**src/alrd_pkg.sv**
```systemverilog
// shared constants, codes and the window compare for the ladder rotary decoder
`default_nettype none

package alrd_pkg;

   localparam int CHANNELS    = 3;
   localparam int SAMPLE_BITS = 12;
   localparam int CHAN_BITS   = 2;
   localparam int TOL_BITS    = 10;
   localparam int EVENT_BITS  = 2;
   localparam int CSR_IDX_BITS  = 3;
   localparam int CSR_DATA_BITS = SAMPLE_BITS;

   // stream payload widths, padded to whole bytes
   localparam int REQ_DATA_BITS = ((CHAN_BITS + SAMPLE_BITS + 7) / 8) * 8;
   localparam int RSP_USED_BITS = EVENT_BITS + CHAN_BITS;
   localparam int RSP_DATA_BITS = ((RSP_USED_BITS + 7) / 8) * 8;

   // reset values of the register file
   localparam logic [SAMPLE_BITS-1:0] LEVEL_A_RESET    = SAMPLE_BITS'(1024);
   localparam logic [SAMPLE_BITS-1:0] LEVEL_B_RESET    = SAMPLE_BITS'(2048);
   localparam logic [SAMPLE_BITS-1:0] LEVEL_C_RESET    = SAMPLE_BITS'(3072);
   localparam logic [SAMPLE_BITS-1:0] LEVEL_D_RESET    = SAMPLE_BITS'(3900);
   localparam logic [TOL_BITS-1:0]    TOLERANCE_RESET  = TOL_BITS'(100);
   localparam logic [SAMPLE_BITS-1:0] PRESS_LOW_RESET  = SAMPLE_BITS'(8'h0A);
   localparam logic [SAMPLE_BITS-1:0] PRESS_HIGH_RESET = SAMPLE_BITS'(8'h20);

   // register indexes
   localparam logic [CSR_IDX_BITS-1:0] REG_LEVEL_A    = 3'd0;
   localparam logic [CSR_IDX_BITS-1:0] REG_LEVEL_B    = 3'd1;
   localparam logic [CSR_IDX_BITS-1:0] REG_LEVEL_C    = 3'd2;
   localparam logic [CSR_IDX_BITS-1:0] REG_LEVEL_D    = 3'd3;
   localparam logic [CSR_IDX_BITS-1:0] REG_TOLERANCE  = 3'd4;
   localparam logic [CSR_IDX_BITS-1:0] REG_PRESS_LOW  = 3'd5;
   localparam logic [CSR_IDX_BITS-1:0] REG_PRESS_HIGH = 3'd6;

   typedef enum logic [EVENT_BITS-1:0] {
      EV_NONE  = 2'd0,
      EV_RIGHT = 2'd1,
      EV_LEFT  = 2'd2,
      EV_PRESS = 2'd3
   } event_type;

   typedef enum logic [1:0] {
      SITE_EMPTY = 2'd0,
      SITE_A     = 2'd1,
      SITE_C     = 2'd2
   } site_type;

   // inclusive window level +/- tol, lower edge clamped at zero, upper edge without wrap
   function automatic logic in_window(
      input logic [SAMPLE_BITS-1:0] s,
      input logic [SAMPLE_BITS-1:0] level,
      input logic [TOL_BITS-1:0]    tol
   );
      logic [SAMPLE_BITS:0] tol_x;
      logic [SAMPLE_BITS:0] lvl_x;
      logic [SAMPLE_BITS:0] lo;
      logic [SAMPLE_BITS:0] hi;
      tol_x = (SAMPLE_BITS + 1)'(tol);
      lvl_x = {1'b0, level};
      hi    = lvl_x + tol_x;
      lo    = (lvl_x >= tol_x) ? (lvl_x - tol_x) : '0;
      return ({1'b0, s} >= lo) && ({1'b0, s} <= hi);
   endfunction

endpackage

`default_nettype wire

```
**src/adc_ladder_rotary_decoder_core.sv**
```systemverilog
// rotary encoder decoder for encoders read through a resistor ladder
`default_nettype none

// channel  direction  payload
// req_     in         tdata: channel [1:0], sample [13:2], zero pad [15:14]
// rsp_     out        tdata: event_code [1:0], event_channel [3:2], zero pad [7:4]
// csr_     in         csr_index selects register, csr_data is the value, always ready
//
// one item per cycle while results are taken; an item moves from the input register
// into the result register and sits there until taken, the window compares and the
// site update lie between the two
// a stalled result freezes the input register, and a new item still enters while
// the input register is empty or moving on
// reset clears all channel sites and valids and sets the register file to its defaults

module adc_ladder_rotary_decoder_core (
   input  wire logic                                clock,
   input  wire logic                                reset,

   input  wire logic                                req_tvalid,
   output logic                                     req_tready,
   // channel [1:0], sample [13:2], zero pad above
   input  wire logic [alrd_pkg::REQ_DATA_BITS-1:0]  req_tdata,

   output logic                                     rsp_tvalid,
   input  wire logic                                rsp_tready,
   // event_code [1:0], event_channel [3:2], zero pad above
   output logic [alrd_pkg::RSP_DATA_BITS-1:0]       rsp_tdata,

   input  wire logic                                csr_valid,
   output logic                                     csr_ready,
   input  wire logic [alrd_pkg::CSR_IDX_BITS-1:0]   csr_index,
   input  wire logic [alrd_pkg::CSR_DATA_BITS-1:0]  csr_data
);
   import alrd_pkg::*;

   // register file
   logic [SAMPLE_BITS-1:0] level_a_ff, level_b_ff, level_c_ff, level_d_ff;
   logic [TOL_BITS-1:0]    tolerance_ff;
   logic [SAMPLE_BITS-1:0] press_low_ff, press_high_ff;

   // input register
   logic                   in_valid_ff;
   logic [CHAN_BITS-1:0]   in_channel_ff;
   logic [SAMPLE_BITS-1:0] in_sample_ff;

   // result register
   logic                   rsp_valid_ff;
   event_type              rsp_event_ff;
   logic [CHAN_BITS-1:0]   rsp_channel_ff;

   // per channel first site
   site_type               site_ff [CHANNELS];

   logic      advance;
   logic      in_range;
   site_type  site_cur;
   site_type  site_in;
   logic      site_write;
   event_type event_in;
   logic      hit_a, hit_b, hit_c, hit_d, hit_press;

   assign csr_ready  = 1'b1;
   assign advance    = !rsp_valid_ff || rsp_tready;
   assign req_tready = !in_valid_ff || advance;

   assign rsp_tvalid = rsp_valid_ff;
   assign rsp_tdata  = {(RSP_DATA_BITS - RSP_USED_BITS)'(0), rsp_channel_ff, rsp_event_ff};

   assign in_range = int'(in_channel_ff) < CHANNELS;

   // site of the channel held in the input register
   always_comb begin
      site_cur = SITE_EMPTY;
      for (int i = 0; i < CHANNELS; i++) begin
         if (int'(in_channel_ff) == i) begin
            site_cur = site_ff[i];
         end
      end
   end

   assign hit_a     = in_window(in_sample_ff, level_a_ff, tolerance_ff);
   assign hit_c     = in_window(in_sample_ff, level_c_ff, tolerance_ff);
   assign hit_b     = in_window(in_sample_ff, level_b_ff, tolerance_ff);
   assign hit_d     = in_window(in_sample_ff, level_d_ff, tolerance_ff);
   assign hit_press = (in_sample_ff >= press_low_ff) && (in_sample_ff <= press_high_ff);

   // first match in the order a, c, b, d, then press
   always_comb begin
      event_in   = EV_NONE;
      site_in    = site_cur;
      site_write = 1'b0;
      if (in_range) begin
         if (hit_a) begin
            site_in    = SITE_A;
            site_write = 1'b1;
         end else if (hit_c) begin
            site_in    = SITE_C;
            site_write = 1'b1;
         end else if (hit_b) begin
            if (site_cur == SITE_A) begin
               event_in = EV_RIGHT;
            end else if (site_cur == SITE_C) begin
               event_in = EV_LEFT;
            end
            site_in    = SITE_EMPTY;
            site_write = 1'b1;
         end else if (hit_d) begin
            if (site_cur == SITE_C) begin
               event_in = EV_RIGHT;
            end else if (site_cur == SITE_A) begin
               event_in = EV_LEFT;
            end
            site_in    = SITE_EMPTY;
            site_write = 1'b1;
         end else if (hit_press) begin
            event_in = EV_PRESS;
         end
      end
   end

   always_ff @(posedge clock) begin
      if (reset) begin
         level_a_ff    <= LEVEL_A_RESET;
         level_b_ff    <= LEVEL_B_RESET;
         level_c_ff    <= LEVEL_C_RESET;
         level_d_ff    <= LEVEL_D_RESET;
         tolerance_ff  <= TOLERANCE_RESET;
         press_low_ff  <= PRESS_LOW_RESET;
         press_high_ff <= PRESS_HIGH_RESET;
      end else if (csr_valid && csr_ready) begin
         case (csr_index)
            REG_LEVEL_A:    level_a_ff    <= csr_data;
            REG_LEVEL_B:    level_b_ff    <= csr_data;
            REG_LEVEL_C:    level_c_ff    <= csr_data;
            REG_LEVEL_D:    level_d_ff    <= csr_data;
            REG_TOLERANCE:  tolerance_ff  <= csr_data[TOL_BITS-1:0];
            REG_PRESS_LOW:  press_low_ff  <= csr_data;
            REG_PRESS_HIGH: press_high_ff <= csr_data;
            default: begin
               // unknown index, write dropped
            end
         endcase
      end
   end

   // input register
   always_ff @(posedge clock) begin
      if (reset) begin
         in_valid_ff <= 1'b0;
      end else if (req_tready) begin
         in_valid_ff <= req_tvalid;
      end
   end

   always_ff @(posedge clock) begin
      if (req_tready && req_tvalid) begin
         in_channel_ff <= req_tdata[CHAN_BITS-1:0];
         in_sample_ff  <= req_tdata[CHAN_BITS +: SAMPLE_BITS];
      end
   end

   // result register
   always_ff @(posedge clock) begin
      if (reset) begin
         rsp_valid_ff <= 1'b0;
      end else if (advance) begin
         rsp_valid_ff <= in_valid_ff;
      end
   end

   always_ff @(posedge clock) begin
      if (advance && in_valid_ff) begin
         rsp_event_ff   <= event_in;
         rsp_channel_ff <= in_channel_ff;
      end
   end

   // site update when the item moves into the result register
   always_ff @(posedge clock) begin
      if (reset) begin
         for (int i = 0; i < CHANNELS; i++) begin
            site_ff[i] <= SITE_EMPTY;
         end
      end else if (advance && in_valid_ff && site_write) begin
         for (int i = 0; i < CHANNELS; i++) begin
            if (int'(in_channel_ff) == i) begin
               site_ff[i] <= site_in;
            end
         end
      end
   end

   // no result right after reset
   a_reset_empty: assert property (@(posedge clock)
      reset |=> !rsp_valid_ff)
      else $error("result valid right after reset");

   // an ignored channel never reports an event
   a_range_none: assert property (@(posedge clock) disable iff (reset)
      (rsp_valid_ff && int'(rsp_channel_ff) >= CHANNELS) |-> (rsp_event_ff == EV_NONE))
      else $error("event on out of range channel");

   // a held item stays in the input register while the result is stalled
   a_hold_item: assert property (@(posedge clock) disable iff (reset)
      (in_valid_ff && !advance) |=> (in_valid_ff && $stable(in_sample_ff)))
      else $error("input item lost during stall");

   // a direction event always clears the channel site
   a_dir_clears: assert property (@(posedge clock) disable iff (reset)
      (advance && in_valid_ff && (event_in == EV_RIGHT || event_in == EV_LEFT))
      |-> (site_write && site_in == SITE_EMPTY))
      else $error("direction event without site clear");

endmodule

`default_nettype wire

```
**config.mk**
```make
export PLATFORM = sky130hd
export DESIGN_NAME = adc_ladder_rotary_decoder_core
export DESIGN_NICKNAME = d
export VERILOG_FILES = /design/src/alrd_pkg.sv /design/src/adc_ladder_rotary_decoder_core.sv
export SDC_FILE = /design/constraint.sdc
export NUM_CORES = 1
export LEC_CHECK = 0
export BUFFER_PORTS_ARGS = -buffer_cell sky130_fd_sc_hd__buf_2
export CAP_MARGIN = 0
export CORE_AREA = 4 4 195 197
export CTS_CLUSTER_SIZE = 8
export DETAILED_ROUTE_END_ITERATION = 10
export DIE_AREA = 0 0 199 201
export HOLD_SLACK_MARGIN = 0.03
export PLACE_DENSITY = 0.56
export RECOVER_POWER = 100
export SYNTH_ARGS = -nofsm -noshare
export SYNTH_HDL_FRONTEND = slang
export SYNTH_SLANG_ARGS = --single-unit
```
**constraint.sdc**
```tcl
create_clock -name clock -period 4.85 [get_ports clock]
set_clock_uncertainty 0.2 [all_clocks]
set_input_delay 0.2425 -clock clock [delete_from_list [all_inputs] [get_ports clock]]
set_output_delay 0.2425 -clock clock [all_outputs]
set_load 0.005 [all_outputs]
```
# Yosys cells after proc, flatten, opt, wreduce, memory -nomap -nowiden
# Memory sizes are Yosys's and may differ from the RTL's.
# Index checks and enable logic that the tools add are counted.
[op_classes]
add_sub_neg = 8
order_cmp = 15
eq_ne = 10
n_mux = 41
bitwise = 4
n_reduce_logical = 22
[op_table]
columns = ["cell", "n"]
rows = [
  ["adder 12 x 10 -> 13 bit", 4],
  ["greater-or-equal comparator 12 x 13 -> 1 bit", 4],
  ["less-or-equal comparator 12 x 13 -> 1 bit", 4],
  ["2-to-1 mux 13 bit", 4],
  ["subtractor 12 x 10 -> 13 bit", 4],
  ["greater-or-equal comparator 12 x 10 -> 1 bit", 4],
  ["2-to-1 mux 2 bit", 18],
  ["2-to-1 mux 1 bit", 19],
  ["AND reduction 2 bit", 7],
  ["greater-or-equal comparator 12 bit", 1],
  ["less-or-equal comparator 12 bit", 1],
  ["equality test 3 bit, second input constant", 3],
  ["logical AND 1 bit", 8],
  ["equality test 2 bit, second input constant", 3],
  ["equality test 3 x 2 -> 1 bit, second input constant", 2],
  ["equality test 3 x 1 -> 1 bit, second input constant", 1],
  ["logical NOT 3 bit", 1],
  ["bitwise OR 1 bit", 3],
  ["OR reduction 3 bit", 1],
  ["equality test 2 x 1 -> 1 bit, second input constant", 1],
  ["logical NOT 1 bit", 2],
  ["logical NOT 2 bit", 1],
  ["logical OR 1 bit", 2],
  ["less-than comparator 2 bit, second input constant", 1],
  ["inverter 1 bit", 1],
]
[word_totals]
reg_bits = 102
mem_bits_rw = 6
in_bits = 36
output_inout_bits = 11
word_cells = 114
n_memories = 1
[memory_table]
columns = ["memory", "depth", "word_bits", "rd", "rd_clocked_by_memory_dff", "write_ports", "line", "source"]
rows = [
  ["site_ff", 3, 2, 3, 0, 3, "adc_ladder_rotary_decoder_core.sv:53", "site_type site_ff [CHANNELS];"],
]

# Logic depth before layout (Yosys ltp)
[logic_depth]
ltp_word = 14
mapped_depth = 21
ltp_nobuf = 21

# Least setup slack after synthesis
# OpenSTA, ideal clock, no wires.
[synth_path]
kind = "reg-to-reg"
start = "reg tolerance_ff[1]"
end = "mem site_ff[0][2] in the netlist's numbering, enable pin"
setup_time_ns = 0.249
arrival_time_ns = 3.909
required_ns = 4.401
path_slack_ns = 0.492
path_stages_with_launch = 19
n_path_buf = 1
synth_period_minus_slack_ns = 4.358
cell_sequence = "dfxtp_1 > inv_1 > ha_1 > nor2b_1 > o31a_1 > o31ai_2 > a21oi_1 > or3_1 > clkbuf_1 > nand2_1 > ha_1 > nor2b_1 > nor3_1 > o21ai_0 > a211oi_1 > o21ai_0 > o311ai_2 > nand4_1 > a41o_1"
[synth_lines]
columns = ["item", "line", "source"]
rows = [
  ["start: declaration", "adc_ladder_rotary_decoder_core.sv:39", "logic [TOL_BITS-1:0] tolerance_ff;"],
  ["start signal: assignment", "adc_ladder_rotary_decoder_core.sv:137", "REG_TOLERANCE: tolerance_ff <= csr_data[TOL_BITS-1:0];"],
  ["end: declaration", "adc_ladder_rotary_decoder_core.sv:53", ""],
]

==> out/results.ini <==
[outcome]
status = finished with violations
violations = max-capacitance violations, max-slew violations

[floorplanning]
core-area_um2 = 36260
num_io_pins = 47
die_h_um = 201
die_w_um = 199
num_rows = 70
initial_core_util = 0.2984
dieArea_um2 = 40000

[clocking]
cts_tree = yes
clk_path_buf_depth = 2
cts_setup_buffers = 0
insertion_delay_ns = 0.36
cts_htree_levels = 3
cts_root_buf = clkbuf_16
clock_sinks = 108
numCtsBuffers = 9
clk_pin_slew_ns = 0.08

[sta]
rsz0062_at_grt = false
fmaxAchievable_mhz = 216.2
hold_viol_final = 0
period_minus_slack_ns = 4.625
hold_slack_ns = 0.04610
setup_tns_ns = 0
tightestPinTransition_ns = 2.852
slew_headroom = -0.9016
report.final.slew_viol_count = 66
setup_viol = 0
period_share = 0.9537

[worst_setup_path]
critical-path-top-delay-family = compound AO/OA/AOI/OAI gates
max_stage_delay_ns = 0.57
cp-end-kind = flip-flop
path_cells = inv_1 -> ha_1 -> nand2_1 -> o31ai_1 -> a311o_1 -> a21o_1 -> buf_4 -> nand2_1 -> ha_1 -> a21o_1 -> a211oi_1 -> o21ai_0 -> o41a_1 -> o211ai_1 -> nand4_1 -> a41o_1
path_class = reg -> reg
startpoint_type = flip-flop
crit_path_max_fanout = 10
crit_path_top_delay_cell = ha_1
cp.arrival_ns = 4.55
critical_path_buf_inv_count = 2
cp_data_required_time_ns = 4.77

[logic_synthesis]
synth_top_family_by_area = adder cells
synth_top_cell_area_share = 0.2312
yosys-top-cells-count = nand2_1, ha_1, a21oi_1
yosys.area_share.adder = 0.2460
synth_cell_type_count = 73
synth_compound_area_frac = 0.2124
yosys_register_bits = 108
synth_most_common_cell = nand2_1
synth_area_leaders = ha_1, dfxtp_1, nand2_1
ys_seq_area_frac = 0.2220
synth-simple-area-share = 0.2019
synth_xor_area_frac = 0.05342
synth_edf_count = 24
synth_warnings = 0
yosysTopAreaCell = ha_1
synth_area_um2 = 10820
syn_area_per_cell_um2 = 7.905
postSynthCellCount = 1369
async_flop_share = 0
muxShareOfSynthArea = 0.002775
synth_ff_type = dfxtp_1

[placed_design]
dp.cells = 1878
place_area_um2 = 11780
portBuffers = 39
gp_congestion = 0.8851
hpwl_mm = 26.41

[grt]
grt_use_total = 0.1695
grt_max_degree = 66
met1_usage = 0.2324
grt_busiest_layer = met2
grt.overflow.total = 0
met3_usage = 0.01762
grt_pass1_vias = 9589
grt_pass1_wl_mm = 53.32
antenna_found_initial = 1
use_met2 = 0.2680

[drt]
final_antenna_net_count = 0
viasPerCell = 5.173
vias = 9886
wl_per_cell_um = 17.95
drc = 0
drt_pre_antenna_iters = 5
drt_wl_total_mm = 34.31
drt_iter0_drc = 632

[cells_and_area]
fin_nets = 1681
final_cell_area_um2 = 12280
area_growth_pct = 13.50
instances_no_fill = 1911
final_util = 0.3388
drive_gt1_frac = 0.09570

[power]
p_leak_nw = 5.323
cellPowerDensity_nw_per_um2 = 199.9
peakVddDrop_uv = 263.1

[worst_hold_path]
hp-class = in -> reg

[job]
maxCapViolations = 1

## cells in the final DEF, fill, tap and decap left out, types with 7 or more instances in the layout
cell type      Yosys  routed
o21ai_0           47      46
o21a_1            21      21
ha_1             200     198
or3_1             10      10
a21o_1            25      25
nor2b_1           21      21
a21oi_1          140     140
dfxtp_1           84      83
buf_2             15      33
xnor2_1           47      47
nand4_1           27      27
nor2_1            87      87
nand2b_1          24      24
clkbuf_1          36       9
a211o_1            9       9
clkbuf_16          0       9
nand3b_1          16      16
a211oi_1           9       9
nand2_1          229     229
xor2_1            19      19
a31oi_1           10      10
nand3_1           21      21
buf_4              7      62
nor3_1            20      18
fa_1               8       8
inv_1             87      87
o211ai_1           7       7
dlygate4sd3_1      0      16
o21bai_1          14      14
edfxtp_1          24      24
## registers in the layout (all words and copies together), names as in the netlist
register and cells:
level_a_ff 12, site_ff 6, press_high_ff 12, level_d_ff 12, level_c_ff 12, tolerance_ff 10
in_sample_ff 12, in_valid_ff 1, level_b_ff 12, rsp_event_ff 2, rsp_channel_ff 2, in_channel_ff 2
press_low_ff 12, rsp_tvalid 1
## worst reg2reg max path: stages (launching register included)
cell,delay [ns]
dfxtp_1,0.34
inv_1,0.23
ha_1,0.57
nand2_1,0.12
o31ai_1,0.40
a311o_1,0.19
a21o_1,0.12
buf_4,0.18
nand2_1,0.07
ha_1,0.27
a21o_1,0.15
a211oi_1,0.30
o21ai_0,0.17
o41a_1,0.35
o211ai_1,0.16
nand4_1,0.23
a41o_1,0.33
## final timing paths
| kind | endpoint | cells past startpoint | startpoint | slack, ns |
|---|---|---|---|---|
| min reg2reg | press_high_ff[10]$_SDFFE_PP0P_ | 2 | press_high_ff[10]$_SDFFE_PP0P_ | 0.26 |
| min | press_low_ff[10]$_SDFFE_PP0P_ | 3 | csr_data[10] | 0.05 |
| max | site_ff[0][3]$_DFFE_PP_ | 16 | tolerance_ff[9]$_SDFFE_PP0P_ | 0.22 |
| max reg2reg | site_ff[0][3]$_DFFE_PP_ | 16 | tolerance_ff[9]$_SDFFE_PP0P_ | 0.22 |
## report_power, final
part	switching (mW)	total, mW	internal, mW
Sequential	0.0536	1.00	0.949
Clock	0.367	0.804	0.437
Combinational	0.370	0.649	0.279
Total	0.790	2.46	1.67
## stage by stage
step	power [mW]	setup WS [ns]
5_1_grt	2.599	0.004433
3_5_place_dp	1.655	0.1056
2_1_floorplan	1.437	0.4920
4_1_cts	2.478	0.07193
3_3_place_gp	1.638	0.1429
6_report	2.456	0.2247
## cell type report
| type | count | area (um2) |
|---|---|---|
| sequential | 108 | 2406 |
| fill | 3845 | 23980 |
| timing repair buffer | 120 | 824.5 |
| antenna | 1 | 2.502 |
| multi-input combinational | 1109 | 7806 |
| clock buffer | 9 | 225.2 |
| tap | 468 | 585.6 |
| clock inverter | 7 | 98.84 |
| inverter | 89 | 334.1 |
## routing by layer
| metal | wire [um] | share of wire |
|---|---|---|
| met2 | 15340 | 0.45 |
| met1 | 15730 | 0.46 |
| met3 | 1623 | 0.047 |
| met5 | 0 | 0 |
| met4 | 1616 | 0.047 |
## cell families after synthesis
kind of cell,count (synthesis)
simple gates,477
mux,3
flops,108
xor+xnor,66
fa+ha+maj,208
buf+inv,155
other cells,2
compound gates,350
## repair_timing
action | CTS | global route
endpoints found under the setup margin | 0 | 14
hold endpoints to repair | 16 | 0
hold buffers | 16 | 0
gates resized for setup | 0 | 11
Power figures use the tool's default switching activity.
